$ cat src/hdl/pwlc_pkg.sv
// Shared types, constants and helpers of the pin-wheel and lug-cage cipher.
package pwlc_pkg;

	localparam int CHAR_W     = 7;
	localparam int LOW_W      = 6;
	localparam int PAT_W      = 6;
	localparam int NUM_WHEELS = 6;
	localparam int POS_W      = 5;
	localparam int MAX_BARS   = 27;
	localparam int LUG_W      = 6;
	localparam int BAR_COUNT_DEF = 27;

	// Configuration register widths.
	localparam int PINS12_W = 51;
	localparam int PINS34_W = 44;
	localparam int PINS56_W = 36;
	localparam int BARS_A_W = 60;
	localparam int BARS_B_W = 60;
	localparam int BARS_C_W = 42;
	localparam int PINS_W   = PINS12_W + PINS34_W + PINS56_W;
	localparam int BARS_W   = BARS_A_W + BARS_B_W + BARS_C_W;
	localparam int PIDX_W   = $clog2(PINS_W);

	// APB port geometry: 64-bit registers at byte addresses 8*i.
	localparam int APB_DW = 64;
	localparam int APB_AW = 6;
	localparam int REG_IDX_W = 3;

	typedef enum logic [REG_IDX_W-1:0] {
		REG_PINS_12 = 3'd0,
		REG_PINS_34 = 3'd1,
		REG_PINS_56 = 3'd2,
		REG_BARS_A  = 3'd3,
		REG_BARS_B  = 3'd4,
		REG_BARS_C  = 3'd5
	} pwlc_reg_t;

	// Wheel lengths and the position of each wheel's first pin in the packed pin vector.
	localparam logic [POS_W-1:0] WHEEL_LEN [NUM_WHEELS] =
		'{5'd26, 5'd25, 5'd23, 5'd21, 5'd19, 5'd17};
	localparam logic [PIDX_W-1:0] WHEEL_BASE [NUM_WHEELS] =
		'{8'd0, 8'd26, 8'd51, 8'd74, 8'd95, 8'd114};

	// Whitespace codes.
	localparam logic [CHAR_W-1:0] CH_TAB   = 7'h09;
	localparam logic [CHAR_W-1:0] CH_LF    = 7'h0A;
	localparam logic [CHAR_W-1:0] CH_CR    = 7'h0D;
	localparam logic [CHAR_W-1:0] CH_SPACE = 7'h20;

	localparam int QUEUE_DEPTH = 2;
	localparam int QPTR_W = $clog2(QUEUE_DEPTH);
	localparam int QCNT_W = $clog2(QUEUE_DEPTH + 1);

	// One classified word waiting for the key computation.
	typedef struct packed {
		logic [CHAR_W-1:0] in_char;
		logic [PAT_W-1:0]  pattern;
	} pwlc_job_t;

	typedef struct packed {
		logic      valid;
		pwlc_job_t job;
	} pwlc_push_t;

	typedef struct packed {
		logic empty;
		logic full;
	} pwlc_qstat_t;

	function automatic logic is_space(input logic [CHAR_W-1:0] c);
		return (c == CH_SPACE) || (c == CH_TAB) || (c == CH_CR) || (c == CH_LF);
	endfunction

endpackage

$ cat src/hdl/pwlc_if.sv
// Valid/ready channel interfaces for input and output characters.
interface pwlc_in_if;
	import pwlc_pkg::*;
	logic              valid;
	logic              ready;
	logic [CHAR_W-1:0] in_char;
	modport source (output valid, output in_char, input ready);
	modport sink (input valid, input in_char, output ready);
endinterface

interface pwlc_out_if;
	import pwlc_pkg::*;
	logic              valid;
	logic              ready;
	logic [CHAR_W-1:0] out_char;
	modport source (output valid, output out_char, input ready);
	modport sink (input valid, input out_char, output ready);
endinterface

$ cat src/hdl/pinwheel_lug_cage_cipher_core.sv
// Top level of the pin-wheel and lug-cage cipher: register file and datapath wiring.
//
// Characters enter on in_ch and leave on out_ch, both valid/ready channels that
// move one word when valid and ready are high at a rising edge. Each input word
// gives exactly one output word, in order.
// A word accepted at one edge is written into the queue and then loaded into the
// output register, from which it appears on out_ch. One word per cycle is
// sustained while the receiver is ready; the front end steps all six wheels in
// the accepting cycle and the key stage counts up to 27 bars combinationally.
// The wheel pins and lug masks are loaded through the APB port, one 64-bit
// register at byte address 8*i; writes must be made while no words are in flight;
// the block does not enforce this. Reset clears the configuration registers,
// returns every wheel to position zero and empties the queue and output register.
// When the receiver stalls, the result holds on out_ch, the two-entry queue
// takes further words, and in_ch.ready drops once the queue is full.
module pinwheel_lug_cage_cipher_core #(
	parameter int BAR_COUNT = pwlc_pkg::BAR_COUNT_DEF
) (
	input  logic                        clk,
	input  logic                        arst_n,
	pwlc_in_if.sink                     in_ch,
	pwlc_out_if.source                  out_ch,
	input  logic                        psel,
	input  logic                        penable,
	input  logic                        pwrite,
	input  logic [pwlc_pkg::APB_AW-1:0] paddr,
	input  logic [pwlc_pkg::APB_DW-1:0] pwdata,
	output logic [pwlc_pkg::APB_DW-1:0] prdata,
	output logic                        pready
);
	import pwlc_pkg::*;

	logic [PINS12_W-1:0] pins12_q;
	logic [PINS34_W-1:0] pins34_q;
	logic [PINS56_W-1:0] pins56_q;
	logic [BARS_A_W-1:0] bars_a_q;
	logic [BARS_B_W-1:0] bars_b_q;
	logic [BARS_C_W-1:0] bars_c_q;
	pwlc_reg_t           reg_idx;
	logic                wr_en;
	pwlc_push_t          push;
	pwlc_qstat_t         qstat;
	pwlc_job_t           head;
	logic                pop;

	assign pready  = 1'b1;
	assign reg_idx = pwlc_reg_t'(paddr[APB_AW-1:APB_AW-REG_IDX_W]);
	assign wr_en   = psel && penable && pwrite && pready;

	// Register writes; addresses past the last register are ignored.
	always_ff @(posedge clk or negedge arst_n) begin
		if (!arst_n) begin
			pins12_q <= '0;
			pins34_q <= '0;
			pins56_q <= '0;
			bars_a_q <= '0;
			bars_b_q <= '0;
			bars_c_q <= '0;
		end else if (wr_en) begin
			unique case (reg_idx)
				REG_PINS_12: pins12_q <= pwdata[PINS12_W-1:0];
				REG_PINS_34: pins34_q <= pwdata[PINS34_W-1:0];
				REG_PINS_56: pins56_q <= pwdata[PINS56_W-1:0];
				REG_BARS_A:  bars_a_q <= pwdata[BARS_A_W-1:0];
				REG_BARS_B:  bars_b_q <= pwdata[BARS_B_W-1:0];
				REG_BARS_C:  bars_c_q <= pwdata[BARS_C_W-1:0];
				default: begin
				end
			endcase
		end
	end

	// Register read-back.
	always_comb begin
		unique case (reg_idx)
			REG_PINS_12: prdata = APB_DW'(pins12_q);
			REG_PINS_34: prdata = APB_DW'(pins34_q);
			REG_PINS_56: prdata = APB_DW'(pins56_q);
			REG_BARS_A:  prdata = APB_DW'(bars_a_q);
			REG_BARS_B:  prdata = APB_DW'(bars_b_q);
			REG_BARS_C:  prdata = APB_DW'(bars_c_q);
			default:     prdata = '0;
		endcase
	end

	pwlc_front u_front (
		.clk    (clk),
		.arst_n (arst_n),
		.in_ch  (in_ch),
		.pins   ({pins56_q, pins34_q, pins12_q}),
		.qstat  (qstat),
		.push   (push)
	);

	pwlc_queue u_queue (
		.clk    (clk),
		.arst_n (arst_n),
		.push   (push),
		.pop    (pop),
		.head   (head),
		.qstat  (qstat)
	);

	pwlc_back #(
		.BAR_COUNT (BAR_COUNT)
	) u_back (
		.clk    (clk),
		.arst_n (arst_n),
		.head   (head),
		.qstat  (qstat),
		.bars   ({bars_c_q, bars_b_q, bars_a_q}),
		.pop    (pop),
		.out_ch (out_ch)
	);

endmodule

$ cat src/hdl/pwlc_front.sv
// Front end: accepts words, reads the wheel pins and steps the wheels.
module pwlc_front (
	input  logic                    clk,
	input  logic                    arst_n,
	pwlc_in_if.sink                 in_ch,
	input  logic [pwlc_pkg::PINS_W-1:0] pins,
	input  pwlc_pkg::pwlc_qstat_t   qstat,
	output pwlc_pkg::pwlc_push_t    push
);
	import pwlc_pkg::*;

	logic [POS_W-1:0] pos_q [NUM_WHEELS];
	logic [PAT_W-1:0] pattern;
	logic             accept;

	assign in_ch.ready = !qstat.full;
	assign accept      = in_ch.valid && !qstat.full;

	// Each wheel shows the pin at its current position; wheel one is the top bit.
	for (genvar w = 0; w < NUM_WHEELS; w++) begin : g_wheel
		logic [PIDX_W-1:0] pin_idx;
		assign pin_idx = WHEEL_BASE[w] + PIDX_W'(pos_q[w]);
		assign pattern[PAT_W-1-w] = pins[pin_idx];

		// Every accepted word steps the wheel, wrapping at its length.
		always_ff @(posedge clk or negedge arst_n) begin
			if (!arst_n) begin
				pos_q[w] <= '0;
			end else if (accept) begin
				if (pos_q[w] == WHEEL_LEN[w] - POS_W'(1)) begin
					pos_q[w] <= '0;
				end else begin
					pos_q[w] <= pos_q[w] + POS_W'(1);
				end
			end
		end
	end

	// Hand the word and its pattern to the queue.
	always_comb begin
		push.valid       = accept;
		push.job.in_char = in_ch.in_char;
		push.job.pattern = pattern;
	end

endmodule

$ cat src/hdl/pwlc_queue.sv
// Two-entry queue between the front end and the key stage.
module pwlc_queue (
	input  logic                   clk,
	input  logic                   arst_n,
	input  pwlc_pkg::pwlc_push_t   push,
	input  logic                   pop,
	output pwlc_pkg::pwlc_job_t    head,
	output pwlc_pkg::pwlc_qstat_t  qstat
);
	import pwlc_pkg::*;

	pwlc_job_t         mem_q [QUEUE_DEPTH];
	logic [QPTR_W-1:0] wr_ptr_q;
	logic [QPTR_W-1:0] rd_ptr_q;
	logic [QCNT_W-1:0] count_q;

	assign head        = mem_q[rd_ptr_q];
	assign qstat.empty = (count_q == '0);
	assign qstat.full  = (count_q == QCNT_W'(QUEUE_DEPTH));

	// Storage is written at the tail only.
	always_ff @(posedge clk) begin
		if (push.valid) begin
			mem_q[wr_ptr_q] <= push.job;
		end
	end

	// Pointers and fill count.
	always_ff @(posedge clk or negedge arst_n) begin
		if (!arst_n) begin
			wr_ptr_q <= '0;
			rd_ptr_q <= '0;
			count_q  <= '0;
		end else begin
			if (push.valid) begin
				wr_ptr_q <= (wr_ptr_q == QPTR_W'(QUEUE_DEPTH - 1)) ? '0 : wr_ptr_q + QPTR_W'(1);
			end
			if (pop) begin
				rd_ptr_q <= (rd_ptr_q == QPTR_W'(QUEUE_DEPTH - 1)) ? '0 : rd_ptr_q + QPTR_W'(1);
			end
			if (push.valid && !pop) begin
				count_q <= count_q + QCNT_W'(1);
			end else if (pop && !push.valid) begin
				count_q <= count_q - QCNT_W'(1);
			end
		end
	end

endmodule

$ cat src/hdl/pwlc_back.sv
// Back end: counts the engaged bars, transforms the character, holds the result.
module pwlc_back #(
	parameter int BAR_COUNT = pwlc_pkg::BAR_COUNT_DEF
) (
	input  logic                        clk,
	input  logic                        arst_n,
	input  pwlc_pkg::pwlc_job_t         head,
	input  pwlc_pkg::pwlc_qstat_t       qstat,
	input  logic [pwlc_pkg::BARS_W-1:0] bars,
	output logic                        pop,
	pwlc_out_if.source                  out_ch
);
	import pwlc_pkg::*;

	logic [MAX_BARS-1:0] hits;
	logic [LOW_W-1:0]    key;
	logic [CHAR_W-1:0]   coded;
	logic [CHAR_W-1:0]   result;
	logic                out_valid_q;
	logic [CHAR_W-1:0]   out_char_q;

	// A bar engages when its lug mask shares a bit with the pattern.
	for (genvar k = 0; k < MAX_BARS; k++) begin : g_bar
		if (k < BAR_COUNT) begin : g_used
			assign hits[k] = |(bars[LUG_W*k +: LUG_W] & head.pattern);
		end else begin : g_unused
			assign hits[k] = 1'b0;
		end
	end

	// Key number minus the low six bits, mod 64; whitespace in or out keeps the input.
	always_comb begin
		key    = LOW_W'($countones(hits));
		coded  = {head.in_char[CHAR_W-1], key - head.in_char[LOW_W-1:0]};
		result = (is_space(head.in_char) || is_space(coded)) ? head.in_char : coded;
	end

	assign pop = !qstat.empty && (!out_valid_q || out_ch.ready);

	// Output register: loads a queued word when it is empty or being taken.
	always_ff @(posedge clk or negedge arst_n) begin
		if (!arst_n) begin
			out_valid_q <= 1'b0;
		end else if (pop) begin
			out_valid_q <= 1'b1;
		end else if (out_ch.ready) begin
			out_valid_q <= 1'b0;
		end
	end

	always_ff @(posedge clk) begin
		if (pop) begin
			out_char_q <= result;
		end
	end

	assign out_ch.valid    = out_valid_q;
	assign out_ch.out_char = out_char_q;

endmodule

$ cat src/flat_wrapper.sv
// flat-port wrapper written by rule: the top's interface ports become plain ports
module pinwheel_lug_cage_cipher_core_flat import pwlc_pkg::*;
#(
	parameter int BAR_COUNT = pwlc_pkg::BAR_COUNT_DEF
)
  (clk, arst_n, psel, penable, pwrite, paddr, pwdata, prdata, pready, in_ch_valid, in_ch_in_char, in_ch_ready, out_ch_valid, out_ch_out_char, out_ch_ready);
  pwlc_in_if in_ch_i ();
  pwlc_out_if out_ch_i ();
  input  logic clk;
  input  logic arst_n;
  input  logic psel;
  input  logic penable;
  input  logic pwrite;
  input  logic [pwlc_pkg::APB_AW-1:0] paddr;
  input  logic [pwlc_pkg::APB_DW-1:0] pwdata;
  output logic [pwlc_pkg::APB_DW-1:0] prdata;
  output logic pready;
  input wire logic [$bits(in_ch_i.valid)-1:0] in_ch_valid;
  input wire logic [$bits(in_ch_i.in_char)-1:0] in_ch_in_char;
  output wire logic [$bits(in_ch_i.ready)-1:0] in_ch_ready;
  output wire logic [$bits(out_ch_i.valid)-1:0] out_ch_valid;
  output wire logic [$bits(out_ch_i.out_char)-1:0] out_ch_out_char;
  input wire logic [$bits(out_ch_i.ready)-1:0] out_ch_ready;
  assign in_ch_i.valid = in_ch_valid;
  assign in_ch_i.in_char = in_ch_in_char;
  assign in_ch_ready = in_ch_i.ready;
  assign out_ch_valid = out_ch_i.valid;
  assign out_ch_out_char = out_ch_i.out_char;
  assign out_ch_i.ready = out_ch_ready;
  pinwheel_lug_cage_cipher_core #(.BAR_COUNT(BAR_COUNT)) u_core (.clk(clk), .arst_n(arst_n), .in_ch(in_ch_i), .out_ch(out_ch_i), .psel(psel), .penable(penable), .pwrite(pwrite), .paddr(paddr), .pwdata(pwdata), .prdata(prdata), .pready(pready));
endmodule
$ cat config.mk
export PLATFORM = sky130hd
export DESIGN_NAME = pinwheel_lug_cage_cipher_core_flat
export DESIGN_NICKNAME = d
export VERILOG_FILES = /design/src/hdl/pwlc_pkg.sv /design/src/hdl/pwlc_if.sv /design/src/hdl/pinwheel_lug_cage_cipher_core.sv /design/src/hdl/pwlc_front.sv /design/src/hdl/pwlc_queue.sv /design/src/hdl/pwlc_back.sv /design/src/flat_wrapper.sv
export SDC_FILE = /design/constraint.sdc
export NUM_CORES = 1
export LEC_CHECK = 0
export BUFFER_PORTS_ARGS = -buffer_cell sky130_fd_sc_hd__buf_4
export CORE_MARGIN = 8
export CORE_UTILIZATION = 45
export DETAILED_ROUTE_END_ITERATION = 10
export GPL_TIMING_DRIVEN = 0
export PLACE_DENSITY = 0.67
export SLEW_MARGIN = 20
export SYNTH_ARGS = -nofsm -noshare
export SYNTH_HDL_FRONTEND = slang
export SYNTH_SLANG_ARGS = --single-unit
$ cat constraint.sdc
create_clock -name clk -period 17.05 [get_ports clk]
set_input_delay 1.705 -clock clk [delete_from_list [all_inputs] [get_ports clk]]
set_output_delay 1.705 -clock clk [all_outputs]
set_load 0.01 [all_outputs]
# == After elaboration in Yosys (flattened, before gate mapping) ==
# Memory sizes are Yosys's and may differ from the RTL's.
# Cells that the tools add are included.
# op_classes
addsub,42
order_cmp,6
n_eq_ne,20
mux,28
bitwise_logic,27
n_reduce_logical,56
# op_table
op,n
$pmux W60 S6,1
$and A6 B6 Y6,27
$reduce_or A6 Y1,27
$eq A7 B4 Y1 const B,6
$bmux W1 S8,5
$add A5 B1 Y5 const B,6
$eq A5 B5 Y1 const B,6
$mux W5,6
$lt A8 B9 Y1 const B,3
$add A1 B1 Y2,13
$add A7 B5 Y8 const A,3
$add A2 B2 Y3,6
$eq A7 B6 Y1 const B,2
$add A3 B3 Y4,3
$mux W1,12
$reduce_and A2 Y1,6
$lt A5 B9 Y1 const B,1
$lt A6 B9 Y1 const B,1
$lt A7 B9 Y1 const B,1
$logic_or A1 B1 Y1,8
$add A6 B5 Y7 const A,1
$add A5 B5 Y6,1
$add A5 B5 Y6 const A,1
$eq A3 B2 Y1 const B,2
18 further kinds,31
# totals
ff_bits,335
mem_bits_rw,26
input_bits,84
out_inout_bits,74
elab_cells,197
n_memories,1
# mem_list
memory,depth,width,read_ports,rd_clocked_by_memory_dff,write_ports,line_no,rtl
u_core.u_queue.mem_q,2,13,1,0,1,pwlc_queue.sv:12,pwlc_job_t mem_q [QUEUE_DEPTH];

# == Logic depth before layout (Yosys ltp) ==
# An unclocked memory read counts as a cell.
# logic_depth
word_depth,15
depth_mapped,24
mapped_depth_nobuf,21

# == Modules after synthesis ==
# A second synthesis with hierarchy kept.
# hier_totals
cells_unflattened,1678
hier_area_um2,21634.5
# modules_own_cells
module,instances,cells_per_inst,area_per_inst_um2,seq_area_each_um2
pinwheel_lug_cage_cipher_core,1,967,13972.2,7332.0
pwlc_front,1,411,4428.0,750.7
pwlc_back,1,244,2109.5,235.2
pwlc_queue,1,56,1124.8,880.8

# == Worst setup path before layout ==
# No wires, ideal clock.
# synth_timing
path_type,flip-flop to flip-flop
from,register u_core.u_queue.rd_ptr_q
to,"register u_core.u_back.out_char_q[3], in the netlist u_core.u_back.out_ch.out_char[3] (data pin)"
setup_ps,272
t_arrival_ps,6582
t_required_ps,16778
slack_ps,10196
stages_incl_launch_ff,24
path_buffers,3
synth_period_minus_slack_ps,6854
path_cell_list,dfrtp_1 > buf_6 > buf_2 > mux2_2 > buf_1 > a22oi_1 > nand2_1 > a221oi_1 > fa_1 > fa_1 > inv_1 > fa_1 > fa_1 > fa_1 > inv_1 > fa_1 > fa_1 > fa_1 > xor2_1 > nand3_1 > or4_4 > nand3_2 > a21boi_4 > mux2i_1
# synth_between
elab_chain_len,15
elab_cells_between_ends,98
cone_classes,27 x add/sub; 8 x eq/ne; 1 x mux; 27 x bitwise; 34 x reduce/logical; 1 x memory
# synth_lines
element,line_no,rtl
start: declaration,pwlc_queue.sv:14,logic [QPTR_W-1:0] rd_ptr_q;
start signal: assignment,pwlc_queue.sv:39,rd_ptr_q <= (rd_ptr_q == QPTR_W'(QUEUE_DEPTH - 1)) ? '0 : rd_ptr_q + QPTR_W'(1);
$mem_v2 Z2 W13 (*),n/a,
$and A6 B6 Y6,pwlc_back.sv:25,assign hits[k] = |(bars[LUG_W*k +: LUG_W] & head.pattern);
$reduce_or A6 Y1,pwlc_back.sv:25,
$add A1 B1 Y2 (not written as such),pwlc_back.sv:33,key = LOW_W'($countones(hits));
$add A2 B2 Y3 (not written as such),pwlc_back.sv:33,
$add A3 B3 Y4 (not written as such),pwlc_back.sv:33,
$add A4 B4 Y5 (not written as such) or $add A4 B3 Y5 (tied branches),pwlc_back.sv:33,
$add A5 B5 Y6 (not written as such),pwlc_back.sv:33,
$sub A6 B6 Y6,pwlc_back.sv:34,"coded = {head.in_char[CHAR_W-1], key - head.in_char[LOW_W-1:0]};"
$eq A7 B6 Y1 or $eq A7 B4 Y1 (tied branches),pwlc_pkg.sv:71,return (c == CH_SPACE) || (c == CH_TAB) || (c == CH_CR) || (c == CH_LF);
$logic_or A1 B1 Y1 (3 in series),pwlc_pkg.sv:71,
$logic_or A1 B1 Y1,pwlc_back.sv:35,result = (is_space(head.in_char) || is_space(coded)) ? head.in_char : coded;
$mux W6 (*),pwlc_back.sv:35,
via u_core.u_back.result[3],pwlc_back.sv:18,logic [CHAR_W-1:0] result;
end signal: assignment,pwlc_back.sv:53,out_char_q <= result;
end: declaration,pwlc_back.sv:20,logic [CHAR_W-1:0] out_char_q;
# Mark *: on every way through the listed nets, which the timed path passes. The rest lies on a longest branch.
# A chain may end at the register's enable or synchronous reset.

# == Final worst setup path ==
# layout_timing
from,register u_core.u_queue.rd_ptr_q
to,"register u_core.u_back.out_char_q[1], in the netlist u_core.u_back.out_ch.out_char[1] (data pin)"
# The elaborated chain is that of the path after synthesis.

==> reports/metrics.csv <==
metric;value;unit
ys_warn_count;0;
period_share;48.5;%
globalRouteMet1Util;37.1;%
synthFlopType;dfrtp_1;
drt_wl_total;75300;um
cp_top_family;adder cells;
clkSlewWorstSetupHoldPaths;0.06;ns
nets;1887;
reg2reg_depth;23;
cts_sinks;361;
die_h;227;um
crit_slowest_cell;fa_1;
rows;77;
slew_viol_final;0;
crit_type;register to register;
post-route-min-period;8.27;ns
crit_buf_inv;5;
cts_setup_buffers;0;
relSlewSlack;18.5;%
cp_common_cell;fa_1;
cts_inserted_buffers;41;
grt_pass1_vias;15900;
tightest_slew;1.22;ns
fin_util;53.2;%
yosysTopAreaCell;dfrtp_1;
critPathRequiredTime;17.35;ns
finalHoldViolCount;0;
yosysSeqAreaShare;45.8;%
synth_area;20100;um^2
setup_violations;0;
grt_start_max_net_pins;96;
ctsHoldBuffers;0;
crit_fanout;10;
area_delta_synth_final;16.9;%
max_freq;121;MHz
ios;158;
root_buffer;clkbuf_16;
synthArstFlopShare;90.9;%
status;finished clean;
overflow;0;
fin_skew;0.0202;ns
clock_latency;0.58;ns
fp.coreArea;44100;um^2
maxCapViolations;0;
fin_area;23500;um^2
grt_antenna_before_repair;2;
synth_seq_cells;361;
die_area;51600;um^2
numPortBuffers;144;
start_util;45.5;%
yosysTopAreaCellShare;40.9;%
syn_area_per_cell;12.9;um^2
cts_resized;0;
cts_max_level;2;
wl_per_cell;31.7;um
clock_path_buffers;3;
cts_tree;yes;
grt_pass1_wl;109000;um
crit_path_max_incr_delay;0.61;ns
placed_area;22000;um^2
ys_types;64;
drive_gt1_share;37.2;%
cp_data_arrival_time;8.57;ns
grtUsageMet3;8.84;%
grt_util_met2;43.1;%
path_cells;buf_6, buf_2, mux2_2, buf_1, a22oi_1, nand2_1, a221oi_1, fa_1, fa_1, inv_1, fa_1, fa_1, fa_1, inv_1, fa_1, fa_1, fa_1, xor2_1, nand3_1, or4_4, nand3_2, a21boi_4, mux2i_1;
grt.busiest_layer;met2;
ant_nets;0;
final_common_cell;dfrtp_1;
first_pass_iters;7;
synth_top_cells_by_area;dfrtp_1 41%, mux2_2 18%, mux4_2 8.9%, a22oi_1 5.9%, edfxtp_1 4.9%;
synth_edf_count;33;
endpoint_kind;register;
syn_inst;1554;
fp.dieW;227;um
grt_usage;29.0;%
drtIter0Drc;2019;
dp_hpwl;54300;um
min_path_type;register to register;
cp-start-kind;register;
final_cell_mix;328 x dfrtp_1, 313 x mux2_2, 157 x a22oi_1;
route.detailed.drc;0;
place.gp.congestion;0.978;
setup_tns;0;ns
holdPathStages;2;
cp.depth;23;
num_vias;15800;
viasPerCell;6.65;
rsz0062_at_grt;false;
-- Yosys cell counts (3+ instances only) --
library cell,count
a211oi_1,11
a21o_1,7
a21oi_1,40
a221oi_1,12
a22o_1,13
a22oi_1,157
a31oi_1,7
and3_1,3
and4b_1,3
buf_1,17
buf_2,30
buf_4,5
clkbuf_1,57
dfrtp_1,328
edfxtp_1,33
fa_1,21
ha_1,32
inv_1,44
mux2_2,313
mux2i_1,47
mux4_1,9
mux4_2,79
nand2_1,56
nand2b_1,5
nand3_1,46
nand4_1,4
nor2_1,48
nor2b_1,5
nor3_1,16
o211ai_1,4
o21ai_0,32
o221ai_1,4
o22ai_1,8
xnor2_1,12
xor2_1,9
-- metrics by stage --
step	std cells	setup WS (ns)	hold slack, ns
floorplan	1557	10.20	0.461
global placement	2293	8.94	0.477
detailed placement	2297	8.90	0.489
CTS	2373	8.88	0.497
global route	2376	8.56	0.543
finish	2377	8.78	0.504
-- cell families after synthesis --
group | count (synthesis) | synth area share (%)
compound gates | 304 | 10.7
xor+xnor | 22 | 0.997
fa+ha+maj | 53 | 4.09
buf+inv | 157 | 3.35
flops | 361 | 45.8
mux | 451 | 30.2
other cells | 2 | 0.0374
simple gates | 204 | 4.89
-- cell type report --
class	count	area (um^2)
Timing Repair Buffer	150	1190
Tap cell	592	741
Multi-Input combinational cell	1039	10200
Sequential cell	361	9200
Clock buffer	58	1200
Fill cell	3843	20700
Buffer	112	503
Inverter	45	169
Clock inverter	18	221
Antenna cell	2	5.00
-- worst min-delay path, delay by kind of cell (launching register included) --
family | cells | cell delay, ns
DFF | 1 | 0.34
and+or+nand+nor | 2 | 0.12
-- flip-flops by register name, summed over array words and instances (netlist names) --
name                           flops
u_core.bars_c_q                   42
u_core.u_queue.wr_ptr_q            1
u_core.u_queue.count_q             2
u_core.pins12_q                   51
u_core.u_front.pos_q              30
u_core.u_queue.mem_q              26
u_core.bars_a_q                   60
u_core.u_back.out_ch.valid         1
u_core.pins56_q                   36
u_core.u_queue.rd_ptr_q            1
u_core.bars_b_q                   60
u_core.u_back.out_ch.out_char      7
u_core.pins34_q                   44
-- metal layers --
metal / share of wire [%] / vias to the layer above
met5: 0.074 / -
met2: 44 / 1102
met4: 6.7 / 2
li1: - / 6349
met3: 11 / 316
met1: 38 / 8041
-- path summary, 6_finish.rpt --
path                                                 start                          endpoint  slack (ns)
max in group asynchronous                           arst_n               u_core.bars_b_q[47]       14.68
worst max register to register     u_core.u_queue.rd_ptr_q  u_core.u_back.out_ch.out_char[1]        8.78
min in group asynchronous                           arst_n               u_core.pins34_q[12]        1.06
worst min-delay path            u_core.u_back.out_ch.valid        u_core.u_back.out_ch.valid        0.50
worst max-delay path               u_core.u_queue.rd_ptr_q  u_core.u_back.out_ch.out_char[1]        8.78
worst min register to register  u_core.u_back.out_ch.valid        u_core.u_back.out_ch.valid        0.50
Power is not shown: default switching activity piles up to over one toggle a cycle in this logic, so the estimate is an artifact.
